[src/design/nvd_pkg.sv]
`default_nettype none

package nvd_pkg;

  localparam int SAMPLE_W = 8;
  localparam int LL_W     = 11;
  localparam int AW_W     = 10;
  localparam int PHASE_W  = 5;
  localparam int GAP_W    = 3;

  localparam int CFG_IDX_W  = 1;
  localparam int CFG_DATA_W = 11;

  localparam logic [LL_W-1:0] LINE_LENGTH_RST  = 11'd800;
  localparam logic [AW_W-1:0] ACTIVE_WIDTH_RST = 10'd792;

  localparam logic [PHASE_W-1:0] COL_PERIOD      = 5'd24;
  localparam logic [PHASE_W-1:0] ROW_PERIOD_LUMA = 5'd24;
  localparam logic [PHASE_W-1:0] ROW_PERIOD_CHR  = 5'd12;

  // kept phases; bits at 24 and above stay clear
  localparam logic [31:0] LUMA_MASK   = 32'h000C_C333;
  localparam logic [31:0] CHROMA_MASK = 32'h0000_0295;

  typedef enum logic [CFG_IDX_W-1:0] {
    CFG_LINE_LENGTH  = 1'b0,
    CFG_ACTIVE_WIDTH = 1'b1
  } cfg_idx_e;

  typedef struct packed {
    logic [LL_W-1:0] line_length;
    logic [AW_W-1:0] active_width;
  } cfg_t;

  typedef struct packed {
    logic [SAMPLE_W-1:0] pixel;
    logic                out_plane;
    logic                line_end;
  } res_t;

  // distance from a kept column phase to the next kept column
  function automatic logic [GAP_W-1:0] next_gap(logic [PHASE_W-1:0] phase);
    logic [GAP_W-1:0] gap;
    case (phase)
      5'd0, 5'd4, 5'd8, 5'd14, 5'd18: gap = 3'd1;
      5'd1, 5'd5, 5'd15:              gap = 3'd3;
      5'd9, 5'd19:                    gap = 3'd5;
      default:                        gap = 3'd1;
    endcase
    return gap;
  endfunction

endpackage

`default_nettype wire

[src/design/nvd_if.sv]
`default_nettype none

interface nvd_in_if;
  logic                         valid;
  logic                         ready;
  logic [nvd_pkg::SAMPLE_W-1:0] sample;
  logic                         plane;
  logic                         plane_start;

  modport source (output valid, output sample, output plane, output plane_start,
                  input ready);
  modport sink   (input valid, input sample, input plane, input plane_start,
                  output ready);
endinterface

interface nvd_out_if;
  logic                         valid;
  logic                         ready;
  logic [nvd_pkg::SAMPLE_W-1:0] pixel;
  logic                         out_plane;
  logic                         line_end;

  modport source (output valid, output pixel, output out_plane, output line_end,
                  input ready);
  modport sink   (input valid, input pixel, input out_plane, input line_end,
                  output ready);
endinterface

interface nvd_cfg_if;
  logic                           valid;
  logic                           ready;
  logic [nvd_pkg::CFG_IDX_W-1:0]  index;
  logic [nvd_pkg::CFG_DATA_W-1:0] data;

  modport source (output valid, output index, output data, input ready);
  modport sink   (input valid, input index, input data, output ready);
endinterface

`default_nettype wire

[src/design/nvd_cfg_regs.sv]
`default_nettype none

module nvd_cfg_regs (
  input  wire           clk_i,
  input  wire           rst_ni,
  nvd_cfg_if.sink       cfg_i,
  output nvd_pkg::cfg_t cfg_o
);
  import nvd_pkg::*;

  cfg_t cfg_q, cfg_d;

  assign cfg_i.ready = 1'b1;

  always_comb begin
    cfg_d = cfg_q;
    if (cfg_i.valid) begin
      case (cfg_idx_e'(cfg_i.index))
        CFG_LINE_LENGTH:  cfg_d.line_length  = cfg_i.data[LL_W-1:0];
        CFG_ACTIVE_WIDTH: cfg_d.active_width = cfg_i.data[AW_W-1:0];
        default:          cfg_d = cfg_q;
      endcase
    end
  end

  always_ff @(posedge clk_i or negedge rst_ni) begin
    if (!rst_ni) begin
      cfg_q.line_length  <= LINE_LENGTH_RST;
      cfg_q.active_width <= ACTIVE_WIDTH_RST;
    end else begin
      cfg_q <= cfg_d;
    end
  end

  assign cfg_o = cfg_q;

endmodule

`default_nettype wire

[src/design/nvd_decim.sv]
`default_nettype none

module nvd_decim #(
  parameter int MAX_LINE_LENGTH = 1024
) (
  input  wire                clk_i,
  input  wire                rst_ni,
  input  wire nvd_pkg::cfg_t cfg_i,
  nvd_in_if.sink             in_i,
  output nvd_pkg::res_t      res_o,
  output logic               res_valid_o,
  input  wire                res_ready_i
);
  import nvd_pkg::*;

  localparam int CW   = $clog2(MAX_LINE_LENGTH);
  localparam int LLW  = $clog2(MAX_LINE_LENGTH + 1);
  localparam int CMPW = ((LLW > LL_W) ? LLW : LL_W) + 1;

  // input register
  logic                s1_valid_q;
  logic [SAMPLE_W-1:0] s1_sample_q;
  logic                s1_plane_q;
  logic                s1_start_q;

  // position counters
  logic [CW-1:0]      col_q, col_d;
  logic [PHASE_W-1:0] cmod_q, cmod_d;
  logic [PHASE_W-1:0] row_q, row_d;

  logic [CW-1:0]      col;
  logic [PHASE_W-1:0] cmod;
  logic [PHASE_W-1:0] row;
  logic [CMPW-1:0]    ll_raw, ll_eff, aw_ext, limit, col_x;
  logic [PHASE_W-1:0] period;
  logic [31:0]        rmask;
  logic               keep;
  logic               wrap;
  logic               s1_go;
  logic [PHASE_W:0]   row_inc;

  always_comb begin
    ll_raw = CMPW'(cfg_i.line_length);
    if (ll_raw == '0) begin
      ll_eff = CMPW'(1);
    end else if (ll_raw > CMPW'(MAX_LINE_LENGTH)) begin
      ll_eff = CMPW'(MAX_LINE_LENGTH);
    end else begin
      ll_eff = ll_raw;
    end
    aw_ext = CMPW'(cfg_i.active_width);
    limit  = (aw_ext < ll_eff) ? aw_ext : ll_eff;
  end

  always_comb begin
    col    = s1_start_q ? '0 : col_q;
    cmod   = s1_start_q ? '0 : cmod_q;
    row    = s1_start_q ? '0 : row_q;
    col_x  = CMPW'(col);
    period = s1_plane_q ? ROW_PERIOD_CHR : ROW_PERIOD_LUMA;
    rmask  = s1_plane_q ? CHROMA_MASK : LUMA_MASK;
    keep   = (col_x < limit) && LUMA_MASK[cmod] && rmask[row];
    wrap   = (col_x + CMPW'(1)) >= ll_eff;

    res_o.pixel     = s1_sample_q;
    res_o.out_plane = s1_plane_q;
    res_o.line_end  = (col_x + CMPW'(next_gap(cmod))) >= limit;
    res_valid_o     = s1_valid_q && keep;

    row_inc = {1'b0, row} + (PHASE_W+1)'(1);
    if (wrap) begin
      col_d  = '0;
      cmod_d = '0;
      row_d  = (row_inc >= {1'b0, period}) ? '0 : row_inc[PHASE_W-1:0];
    end else begin
      col_d  = col + CW'(1);
      cmod_d = (cmod == COL_PERIOD - 5'd1) ? '0 : cmod + 5'd1;
      row_d  = row;
    end
  end

  assign s1_go      = s1_valid_q && (!keep || res_ready_i);
  assign in_i.ready = !s1_valid_q || s1_go;

  always_ff @(posedge clk_i or negedge rst_ni) begin
    if (!rst_ni) begin
      s1_valid_q <= 1'b0;
      col_q      <= '0;
      cmod_q     <= '0;
      row_q      <= '0;
    end else begin
      if (in_i.ready) begin
        s1_valid_q <= in_i.valid;
      end
      if (s1_go) begin
        col_q  <= col_d;
        cmod_q <= cmod_d;
        row_q  <= row_d;
      end
    end
  end

  always_ff @(posedge clk_i) begin
    if (in_i.valid && in_i.ready) begin
      s1_sample_q <= in_i.sample;
      s1_plane_q  <= in_i.plane;
      s1_start_q  <= in_i.plane_start;
    end
  end

`ifndef ASSERT_OFF
  a_col_range: assert property (@(posedge clk_i) disable iff (!rst_ni)
    CMPW'(col_q) < CMPW'(MAX_LINE_LENGTH))
    else $error("column counter out of range");

  a_cmod_range: assert property (@(posedge clk_i) disable iff (!rst_ni)
    cmod_q < COL_PERIOD)
    else $error("column phase out of range");

  a_row_range: assert property (@(posedge clk_i) disable iff (!rst_ni)
    row_q < ROW_PERIOD_LUMA)
    else $error("row phase out of range");

  a_wrap_clears: assert property (@(posedge clk_i) disable iff (!rst_ni)
    s1_go && wrap |=> col_q == '0 && cmod_q == '0)
    else $error("line wrap did not clear column");
`endif

endmodule

`default_nettype wire

[src/design/nvd_out_reg.sv]
`default_nettype none

module nvd_out_reg (
  input  wire                clk_i,
  input  wire                rst_ni,
  input  wire nvd_pkg::res_t res_i,
  input  wire                res_valid_i,
  output logic               res_ready_o,
  nvd_out_if.source          out_o
);
  import nvd_pkg::*;

  logic out_valid_q;
  res_t out_q;

  assign res_ready_o = !out_valid_q || out_o.ready;

  always_ff @(posedge clk_i or negedge rst_ni) begin
    if (!rst_ni) begin
      out_valid_q <= 1'b0;
    end else if (res_ready_o) begin
      out_valid_q <= res_valid_i;
    end
  end

  always_ff @(posedge clk_i) begin
    if (res_ready_o && res_valid_i) begin
      out_q <= res_i;
    end
  end

  assign out_o.valid     = out_valid_q;
  assign out_o.pixel     = out_q.pixel;
  assign out_o.out_plane = out_q.out_plane;
  assign out_o.line_end  = out_q.line_end;

`ifndef ASSERT_OFF
  a_load_when_free: assert property (@(posedge clk_i) disable iff (!rst_ni)
    res_valid_i && res_ready_o |=> out_valid_q)
    else $error("result register lost an item");

  a_hold_when_stalled: assert property (@(posedge clk_i) disable iff (!rst_ni)
    out_valid_q && !out_o.ready |=> out_valid_q && $stable(out_q))
    else $error("result register changed while stalled");

  a_drain: assert property (@(posedge clk_i) disable iff (!rst_ni)
    out_valid_q && out_o.ready && !res_valid_i |=> !out_valid_q)
    else $error("result register repeated an item");
`endif

endmodule

`default_nettype wire

[src/design/nv12_decimate_5_of_12.sv]
// NV12 5/12 nearest-neighbor decimator.
// in_i carries one frame byte per item in raster order: luma plane, then
// interleaved CbCr, with plane_start set on the first byte of each plane.
// Columns under active_width whose phase mod 24 is 0,1,4,5,8,9,14,15,18,19
// are kept; rows follow the same pattern for luma and 0,2,4,7,9 mod 12 for
// chroma. out_o carries each kept byte with line_end on the last kept byte
// of a line. cfg_i writes line_length (index 0) and active_width (index 1);
// write only while no items are in flight.
// An item accepted on in_i passes the input register, then the result
// register, before it shows on out_o. Throughput: one item per cycle as
// long as no kept byte is held by an out_o stall, set by the column/row
// counter update.
// Reset: counters clear, line_length = 800, active_width = 792, both
// channels empty. When out_o stalls, dropped bytes keep flowing; a kept
// byte waits in the input register and in_i.ready drops only then.
`default_nettype none

module nv12_decimate_5_of_12 #(
  parameter int MAX_LINE_LENGTH = 1024
) (
  input  wire       clk_i,
  input  wire       rst_ni,
  nvd_cfg_if.sink   cfg_i,
  nvd_in_if.sink    in_i,
  nvd_out_if.source out_o
);
  import nvd_pkg::*;

  cfg_t cfg;
  res_t res;
  logic res_valid;
  logic res_ready;

  nvd_cfg_regs u_cfg_regs (
    .clk_i  (clk_i),
    .rst_ni (rst_ni),
    .cfg_i  (cfg_i),
    .cfg_o  (cfg)
  );

  nvd_decim #(
    .MAX_LINE_LENGTH (MAX_LINE_LENGTH)
  ) u_decim (
    .clk_i       (clk_i),
    .rst_ni      (rst_ni),
    .cfg_i       (cfg),
    .in_i        (in_i),
    .res_o       (res),
    .res_valid_o (res_valid),
    .res_ready_i (res_ready)
  );

  nvd_out_reg u_out_reg (
    .clk_i       (clk_i),
    .rst_ni      (rst_ni),
    .res_i       (res),
    .res_valid_i (res_valid),
    .res_ready_o (res_ready),
    .out_o       (out_o)
  );

endmodule

`default_nettype wire
[src/flat_wrapper.sv]
// flat-port wrapper written by rule: the top's interface ports become plain ports
module nv12_decimate_5_of_12_flat import nvd_pkg::*;
#(
  parameter int MAX_LINE_LENGTH = 1024
)
  (clk_i, rst_ni, cfg_i_valid, cfg_i_index, cfg_i_data, cfg_i_ready, in_i_valid, in_i_sample, in_i_plane, in_i_plane_start, in_i_ready, out_o_valid, out_o_pixel, out_o_out_plane, out_o_line_end, out_o_ready);
  nvd_cfg_if cfg_i_i ();
  nvd_in_if in_i_i ();
  nvd_out_if out_o_i ();
  input  wire clk_i;
  input  wire rst_ni;
  input wire logic [$bits(cfg_i_i.valid)-1:0] cfg_i_valid;
  input wire logic [$bits(cfg_i_i.index)-1:0] cfg_i_index;
  input wire logic [$bits(cfg_i_i.data)-1:0] cfg_i_data;
  output wire logic [$bits(cfg_i_i.ready)-1:0] cfg_i_ready;
  input wire logic [$bits(in_i_i.valid)-1:0] in_i_valid;
  input wire logic [$bits(in_i_i.sample)-1:0] in_i_sample;
  input wire logic [$bits(in_i_i.plane)-1:0] in_i_plane;
  input wire logic [$bits(in_i_i.plane_start)-1:0] in_i_plane_start;
  output wire logic [$bits(in_i_i.ready)-1:0] in_i_ready;
  output wire logic [$bits(out_o_i.valid)-1:0] out_o_valid;
  output wire logic [$bits(out_o_i.pixel)-1:0] out_o_pixel;
  output wire logic [$bits(out_o_i.out_plane)-1:0] out_o_out_plane;
  output wire logic [$bits(out_o_i.line_end)-1:0] out_o_line_end;
  input wire logic [$bits(out_o_i.ready)-1:0] out_o_ready;
  assign cfg_i_i.valid = cfg_i_valid;
  assign cfg_i_i.index = cfg_i_index;
  assign cfg_i_i.data = cfg_i_data;
  assign cfg_i_ready = cfg_i_i.ready;
  assign in_i_i.valid = in_i_valid;
  assign in_i_i.sample = in_i_sample;
  assign in_i_i.plane = in_i_plane;
  assign in_i_i.plane_start = in_i_plane_start;
  assign in_i_ready = in_i_i.ready;
  assign out_o_valid = out_o_i.valid;
  assign out_o_pixel = out_o_i.pixel;
  assign out_o_out_plane = out_o_i.out_plane;
  assign out_o_line_end = out_o_i.line_end;
  assign out_o_i.ready = out_o_ready;
  nv12_decimate_5_of_12 #(.MAX_LINE_LENGTH(MAX_LINE_LENGTH)) u_core (.clk_i(clk_i), .rst_ni(rst_ni), .cfg_i(cfg_i_i), .in_i(in_i_i), .out_o(out_o_i));
endmodule
[config.mk]
export PLATFORM = sky130hd
export DESIGN_NAME = nv12_decimate_5_of_12_flat
export DESIGN_NICKNAME = d
export VERILOG_FILES = /design/src/design/nvd_pkg.sv /design/src/design/nvd_if.sv /design/src/design/nvd_cfg_regs.sv /design/src/design/nvd_decim.sv /design/src/design/nvd_out_reg.sv /design/src/design/nv12_decimate_5_of_12.sv /design/src/flat_wrapper.sv
export SDC_FILE = /design/constraint.sdc
export NUM_CORES = 1
export LEC_CHECK = 0
export ABC_AREA = 0
export BUFFER_PORTS_ARGS = -buffer_cell sky130_fd_sc_hd__buf_2
export CAP_MARGIN = 20
export CORE_UTILIZATION = 45
export CTS_CLUSTER_DIAMETER = 30
export DETAILED_ROUTE_END_ITERATION = 8
export PLACE_DENSITY = 0.7
export RECOVER_POWER = 50
export SETUP_SLACK_MARGIN = 0.2
export SLEW_MARGIN = 5
export SYNTH_ARGS = -nofsm -noshare
export SYNTH_HDL_FRONTEND = slang
export SYNTH_SLANG_ARGS = --single-unit
[constraint.sdc]
create_clock -name clk_i -period 5.7 [get_ports clk_i]
set_input_delay 1.425 -clock clk_i [delete_from_list [all_inputs] [get_ports clk_i]]
set_output_delay 1.425 -clock clk_i [all_outputs]
set_load 0.03 [all_outputs]
==> flow_summary.ini, run 1 <==
[setup_path]
critPathKind = register to output port
crit_path_end_kind = output port
crit_start = u_core.u_cfg_regs.cfg_o[20]
r2r_start = u_core.u_cfg_regs.cfg_o[20]
path_max_fanout = 4
crit_arrival_ns = 4.20
required_ns = 4.28
worst_setup_path_start_kind = register

[routing]
drc = 0
drtAntennaViolNets = 0
firstDrtPassIters = 5
wl_per_cell_um = 17.1
avgViaCountPerCell = 5.66
drt_wl_total_mm = 11.2
detail_route.iter0.violations = 228
vias = 3697

[synth]
synth_top_area_share_pct = 20.5
synth_ff_type = dfrtp_1
netlist_area_um2 = 4390
syn_inst = 455
ys_async_sr_fraction_pct = 68.3
synth_most_common_cell = nand2_1
yosys-top-cells-area = dfrtp_1 21%, ha_1 15%, edfxtp_1 14%, mux2_2 5.1%, nand2_1 5.1%
synth_enable_flop_cells = 20
ys_top_cells_by_count = 60 x nand2_1, 52 x ha_1, 36 x dfrtp_1
yosysTopAreaCell = dfrtp_1
yosys_warnings = 0
synth.ff_latch_count = 63
synth_area_per_cell_um2 = 9.65
ys_seq_area_share_pct = 38.4
yosys.cell_types.count = 63

[placed_design]
io_buffers = 38
pre_cts_ws_ns = -0.00183
gp_congestion = 0.950
dpl.hpwl_mm = 7.57

[timing]
min_period_ns = 5.63
finalHoldViolations = 0
max_slew_margin_pct = -1.20
tightest_slew_ns = 1.52
setup_ws_ns = 0.0718
finalMaxSlewViolations = 29
setup_viol = 0
worst_hold_slack_ns = 0.414
clock.fmax_ghz = 0.178
finalClockSkew_ns = 0.00737
rsz0062_at_grt = yes
finalCritPeriodShare_pct = 98.7

[clock_tree]
htree_levels = 3
cts_tree = yes
cts_root_buf = clkbuf_8
cts_buffers = 9
clkTransAtPathRegs_ns = 0.07
clk_latency_ns = 0.35
cts_hold_buf = 0
cts.sinks = 63
clockBufferDepth = 2

[grt]
antenna_found_initial = 1
track_usage_pct = 21.1
grt_max_degree = 44
overflow = 0
first_global_vias = 3564
grt_first_pass_wirelength_mm = 16.7

[power]
p_leak_nw = 2.33
vdd_drop_max_uv = 229
power.total_mw = 1.76
p_per_area_nw_per_um2 = 326

[die]
core-area_um2 = 9330
die_h_um = 101
row_count = 35
fp.dieW_um = 101
start_util_pct = 47.1
pin_count = 40
die_area_um2 = 10200

[finish]
drive_gt1_share_pct = 30.2
syn_to_final_growth_pct = 23.0
fin_nets = 599
num_antenna_cells = 0
utilization_pct = 57.9

[run]
maxCapViolCount = 1

[outcome]
violations = max-capacitance violations, max-slew violations
outcome = finished with violations

[hold_path]
min_from = u_core.u_decim.s1_sample_q[2]
hold_path.class = register to register
==> what timing repair did <==
action / in CTS / in global routing
setup buffers: 5 / 20
endpoints found under the setup margin: 1 / 1
pin swaps: 5 / 19
gates resized for setup: 11 / 48
gates cloned: 0 / 0
==> per-stage QoR <==
stage	instance area [µm²]	TNS (ns)	std cells
2_1_floorplan	4400	0	456
3_3_place_gp	4720	0	611
3_5_place_dp	4720	-0.00183	611
4_1_cts	5000	0	632
5_1_grt	5400	-0.0470	653
6_report	5400	0	653
==> layout make-up <==
cell class              count  area (µm²)
fillers                   757        3920
repair buffers             72         469
clock buffers              10         128
well taps                 129         161
multi-input cells         360        2820
flip-flops and latches     63        1690
inverters                  13        51.3
clock inverters             6        85.1
==> kinds of logic (layout without fill, tap and decap cells) <==
| family | after synthesis | count (layout) | share of synthesized area, % |
|---|---|---|---|
| AOI/OAI and AO/OA | 112 | 112 | 16.8 |
| xor gates and xnor gates | 17 | 17 | 3.39 |
| adders and majority gates | 54 | 54 | 15.5 |
| buffers and inverters | 33 | 101 | 3.19 |
| DFF | 63 | 63 | 38.4 |
| muxes | 21 | 21 | 5.35 |
| other | 1 | 2 | 0.0854 |
| and+or+nand+nor | 154 | 154 | 17.3 |
==> sequential cells by signal (all words and copies together) (netlist names) <==
signal	count
u_core.u_decim.s1_plane_q	1
u_core.u_out_reg.out_o.valid	1
u_core.u_out_reg.out_o.pixel	8
u_core.u_out_reg.out_o.out_plane	1
u_core.u_decim.col_q	10
u_core.u_decim.s1_valid_q	1
u_core.u_cfg_regs.cfg_o	21
u_core.u_out_reg.out_o.line_end	1
u_core.u_decim.cmod_q	5
u_core.u_decim.s1_sample_q	8
u_core.u_decim.s1_start_q	1
u_core.u_decim.row_q	5
==> routing by layer <==
layer  track usage (%)  vias to the layer above  share of wire, %
met5                 0                        -                 0
met4              6.02                        0               1.8
met3              5.06                       22               4.0
met2              36.2                      112                51
met1              26.5                     1778                43
li1                  -                     1785                 -
==> critical path, stage by stage (launching register included) <==
cell	delay, ns
dfrtp_1	0.42
buf_6	0.14
nand2b_4	0.15
ha_4	0.27
nand4_1	0.18
a2111oi_4	0.34
o211ai_2	0.17
buf_6	0.16
buf_4	0.15
a21oi_2	0.17
a31oi_2	0.08
ha_1	0.28
or3_4	0.36
o22ai_1	0.19
maj3_2	0.24
o311ai_4	0.13
nor2_2	0.17
nand3_2	0.11
buf_6	0.16
==> layout by cell type (no fill, tap or decap), types with 8 or more instances in the layout <==
master     n
buf_4     28
inv_1     12
a21oi_1   20
dfrtp_1   36
nor2b_1   15
buf_2     36
o21ai_1   11
nor2_1    20
mux2_2    20
o21ai_0   16
ha_4       8
nand2_1   53
ha_1      44
xor2_1    10
edfxtp_1  20
nand3_1   11
clkbuf_8   9
==> power breakdown <==
group | total, mW | internal [mW] | switching [mW]
combinational | 0.717 | 0.311 | 0.406
clock | 0.424 | 0.245 | 0.179
sequential | 0.621 | 0.554 | 0.0668
==> worst paths after layout <==
path,slack [ns],depth (start not counted),to
setup / recovery,0.07,18,in_i_ready
hold / removal,0.41,0,u_core.u_out_reg.out_o.pixel[2]
setup reg to reg,0.88,19,u_core.u_out_reg.out_o.pixel[7]
hold reg to reg,0.41,0,u_core.u_out_reg.out_o.pixel[2]
max in group asynchronous,2.65,2,u_core.u_cfg_regs.cfg_o[7]
min in group asynchronous,1.16,1,u_core.u_decim.cmod_q[3]
Note: power is estimated with default switching activity, not from simulation.
==> run 2: changes to the inputs <==
- SETUP_SLACK_MARGIN: 0.2 -> 0.05
==> flow_summary.ini, run 2 (synthesis gave the netlist of run 1 again) <==
[clock_tree]
clkTransAtPathRegs_ns = 0.07
cts_root_buf = clkbuf_8
cts_tree = yes
cts.sinks = 63
clk_latency_ns = 0.34
htree_levels = 3
cts_buffers = 9
cts_hold_buf = 0
clockBufferDepth = 2

[timing]
tightest_slew_ns = 1.47
clock.fmax_ghz = 0.180
max_slew_margin_pct = 1.89
finalCritPeriodShare_pct = 97.6
min_period_ns = 5.57
finalClockSkew_ns = 0.00679
setup_viol = 0
finalMaxSlewViolations = 0
tns_ns = 0
finalHoldViolations = 0

[grt]
antenna_found_initial = 1
overflow = 0
first_global_vias = 3549
grt_max_degree = 44
grt_first_pass_wirelength_mm = 16.6
track_usage_pct = 21.0

[die]
die_h_um = 101
pin_count = 40
die_area_um2 = 10200
start_util_pct = 47.1
core-area_um2 = 9330
fp.dieW_um = 101
row_count = 35

[routing]
avgViaCountPerCell = 5.57
vias = 3590
wl_per_cell_um = 16.2
detail_route.iter0.violations = 161
drtAntennaViolNets = 0
drc = 0
drt_wl_total_mm = 10.4
firstDrtPassIters = 4

[power]
p_sw_share_pct = 36.2
cellInternalPower_mw = 1.08
vdd_drop_max_uv = 268
p_leak_nw = 2.28
power.total_mw = 1.70
netSwitchingPower_mw = 0.615
combPwrFrac_pct = 38.9
p_clk_share_pct = 24.8
p_per_area_nw_per_um2 = 325
p_seq_share_pct = 36.3

[finish]
final_area_um2 = 5230
largest_register_ffs = 21
fill_cells = 773
drive_gt1_share_pct = 26.4
layout_commonest_cell = nand2_1
fin_nets = 590
syn_to_final_growth_pct = 18.9
num_antenna_cells = 0
final_cell_mix = 56 x nand2_1, 47 x ha_1, 37 x buf_2

[outcome]
outcome = complete, no violations

[run]
maxCapViolCount = 0

[setup_path]
crit_arrival_ns = 4.14
critPathKind = register to output port
path_max_fanout = 5
crit_path_end_kind = output port
worst_setup_path_start_kind = register
required_ns = 4.28

[placed_design]
io_buffers = 38
dpl.hpwl_mm = 7.57
gp_congestion = 0.950
place_area_um2 = 4720

[hold_path]
hold_path.class = register to register
run 2: changes by cell type in the layout (fill, tap and decap cells not counted), sizes merged:
cell and change:
buf -9
run 2: final cells by class:
cell class / count / area (µm²) / share of cell area, %
clock inverter: 6 / 85.1 / 1.63
inverter: 13 / 51.3 / 0.982
clock buffer: 10 / 128 / 2.44
timing repair buffer: 63 / 405 / 7.76
tap: 129 / 161 / 3.09
sequential: 63 / 1690 / 32.3
multi-input combinational: 360 / 2710 / 51.8
run 2: timing repair:
action / CTS / global route
endpoints found under the setup margin: 1 / 1
buffers inserted: 3 / 12
pin swaps: 4 / 10
gates cloned: 0 / 1
gates resized for setup: 6 / 26
run 2: per-stage QoR:
step | hold WS, ns | utilization [%] | setup slack (ns) | instances
2_1_floorplan | 0.400 | - | 0.214 | 456
3_3_place_gp | 0.401 | 50.6 | 0.252 | 611
3_5_place_dp | 0.405 | 50.6 | -0.00183 | 611
4_1_cts | 0.417 | 53.3 | 0.0679 | 630
5_1_grt | 0.421 | 56.0 | -0.0512 | 644
6_report | 0.414 | 56.0 | 0.134 | 644
run 2: worst paths after layout:
path,startpoint,depth (start not counted),slack [ns],end
min in group asynchronous,rst_ni,1,1.16,u_core.u_decim.cmod_q[3]
max,u_core.u_cfg_regs.cfg_o[20],17,0.13,in_i_ready
max reg2reg,u_core.u_cfg_regs.cfg_o[20],18,0.96,u_core.u_out_reg.out_o.pixel[7]
min reg2reg,u_core.u_decim.s1_sample_q[2],0,0.41,u_core.u_out_reg.out_o.pixel[2]
min,u_core.u_decim.s1_sample_q[2],0,0.41,u_core.u_out_reg.out_o.pixel[2]
max in group asynchronous,rst_ni,2,2.70,u_core.u_cfg_regs.cfg_o[5]
run 2: worst max-delay path, stage by stage (launching register included):
cell       delay [ns]
dfrtp_1          0.41
buf_4            0.16
nand2b_4         0.17
ha_4             0.28
nand4_1          0.13
a2111oi_2        0.35
o211ai_2         0.18
buf_2            0.20
a21oi_1          0.24
a31oi_2          0.10
ha_1             0.26
or3_1            0.34
o22ai_1          0.15
maj3_2           0.25
o311ai_4         0.13
nor2_2           0.17
nand3_2          0.11
buf_6            0.17
run 2: per-layer routing:
metal	routed length, µm	track usage, %	share of wire, %
met1	4680	26.5	45
met4	172	6.02	1.6
met5	0	0	0
met3	398	5.06	3.8
met2	5190	36.0	50
run 2: power by group through the flow:
stage | sequential, mW | clock, mW | combinational, mW
after floorplan | 0.638 | 0 | 0.386
after global placement | 0.619 | 0 | 0.547
after detailed placement | 0.620 | 0 | 0.565
after CTS | 0.612 | 0.431 | 0.579
after global routing | 0.628 | 0.453 | 0.736
final | 0.617 | 0.420 | 0.660
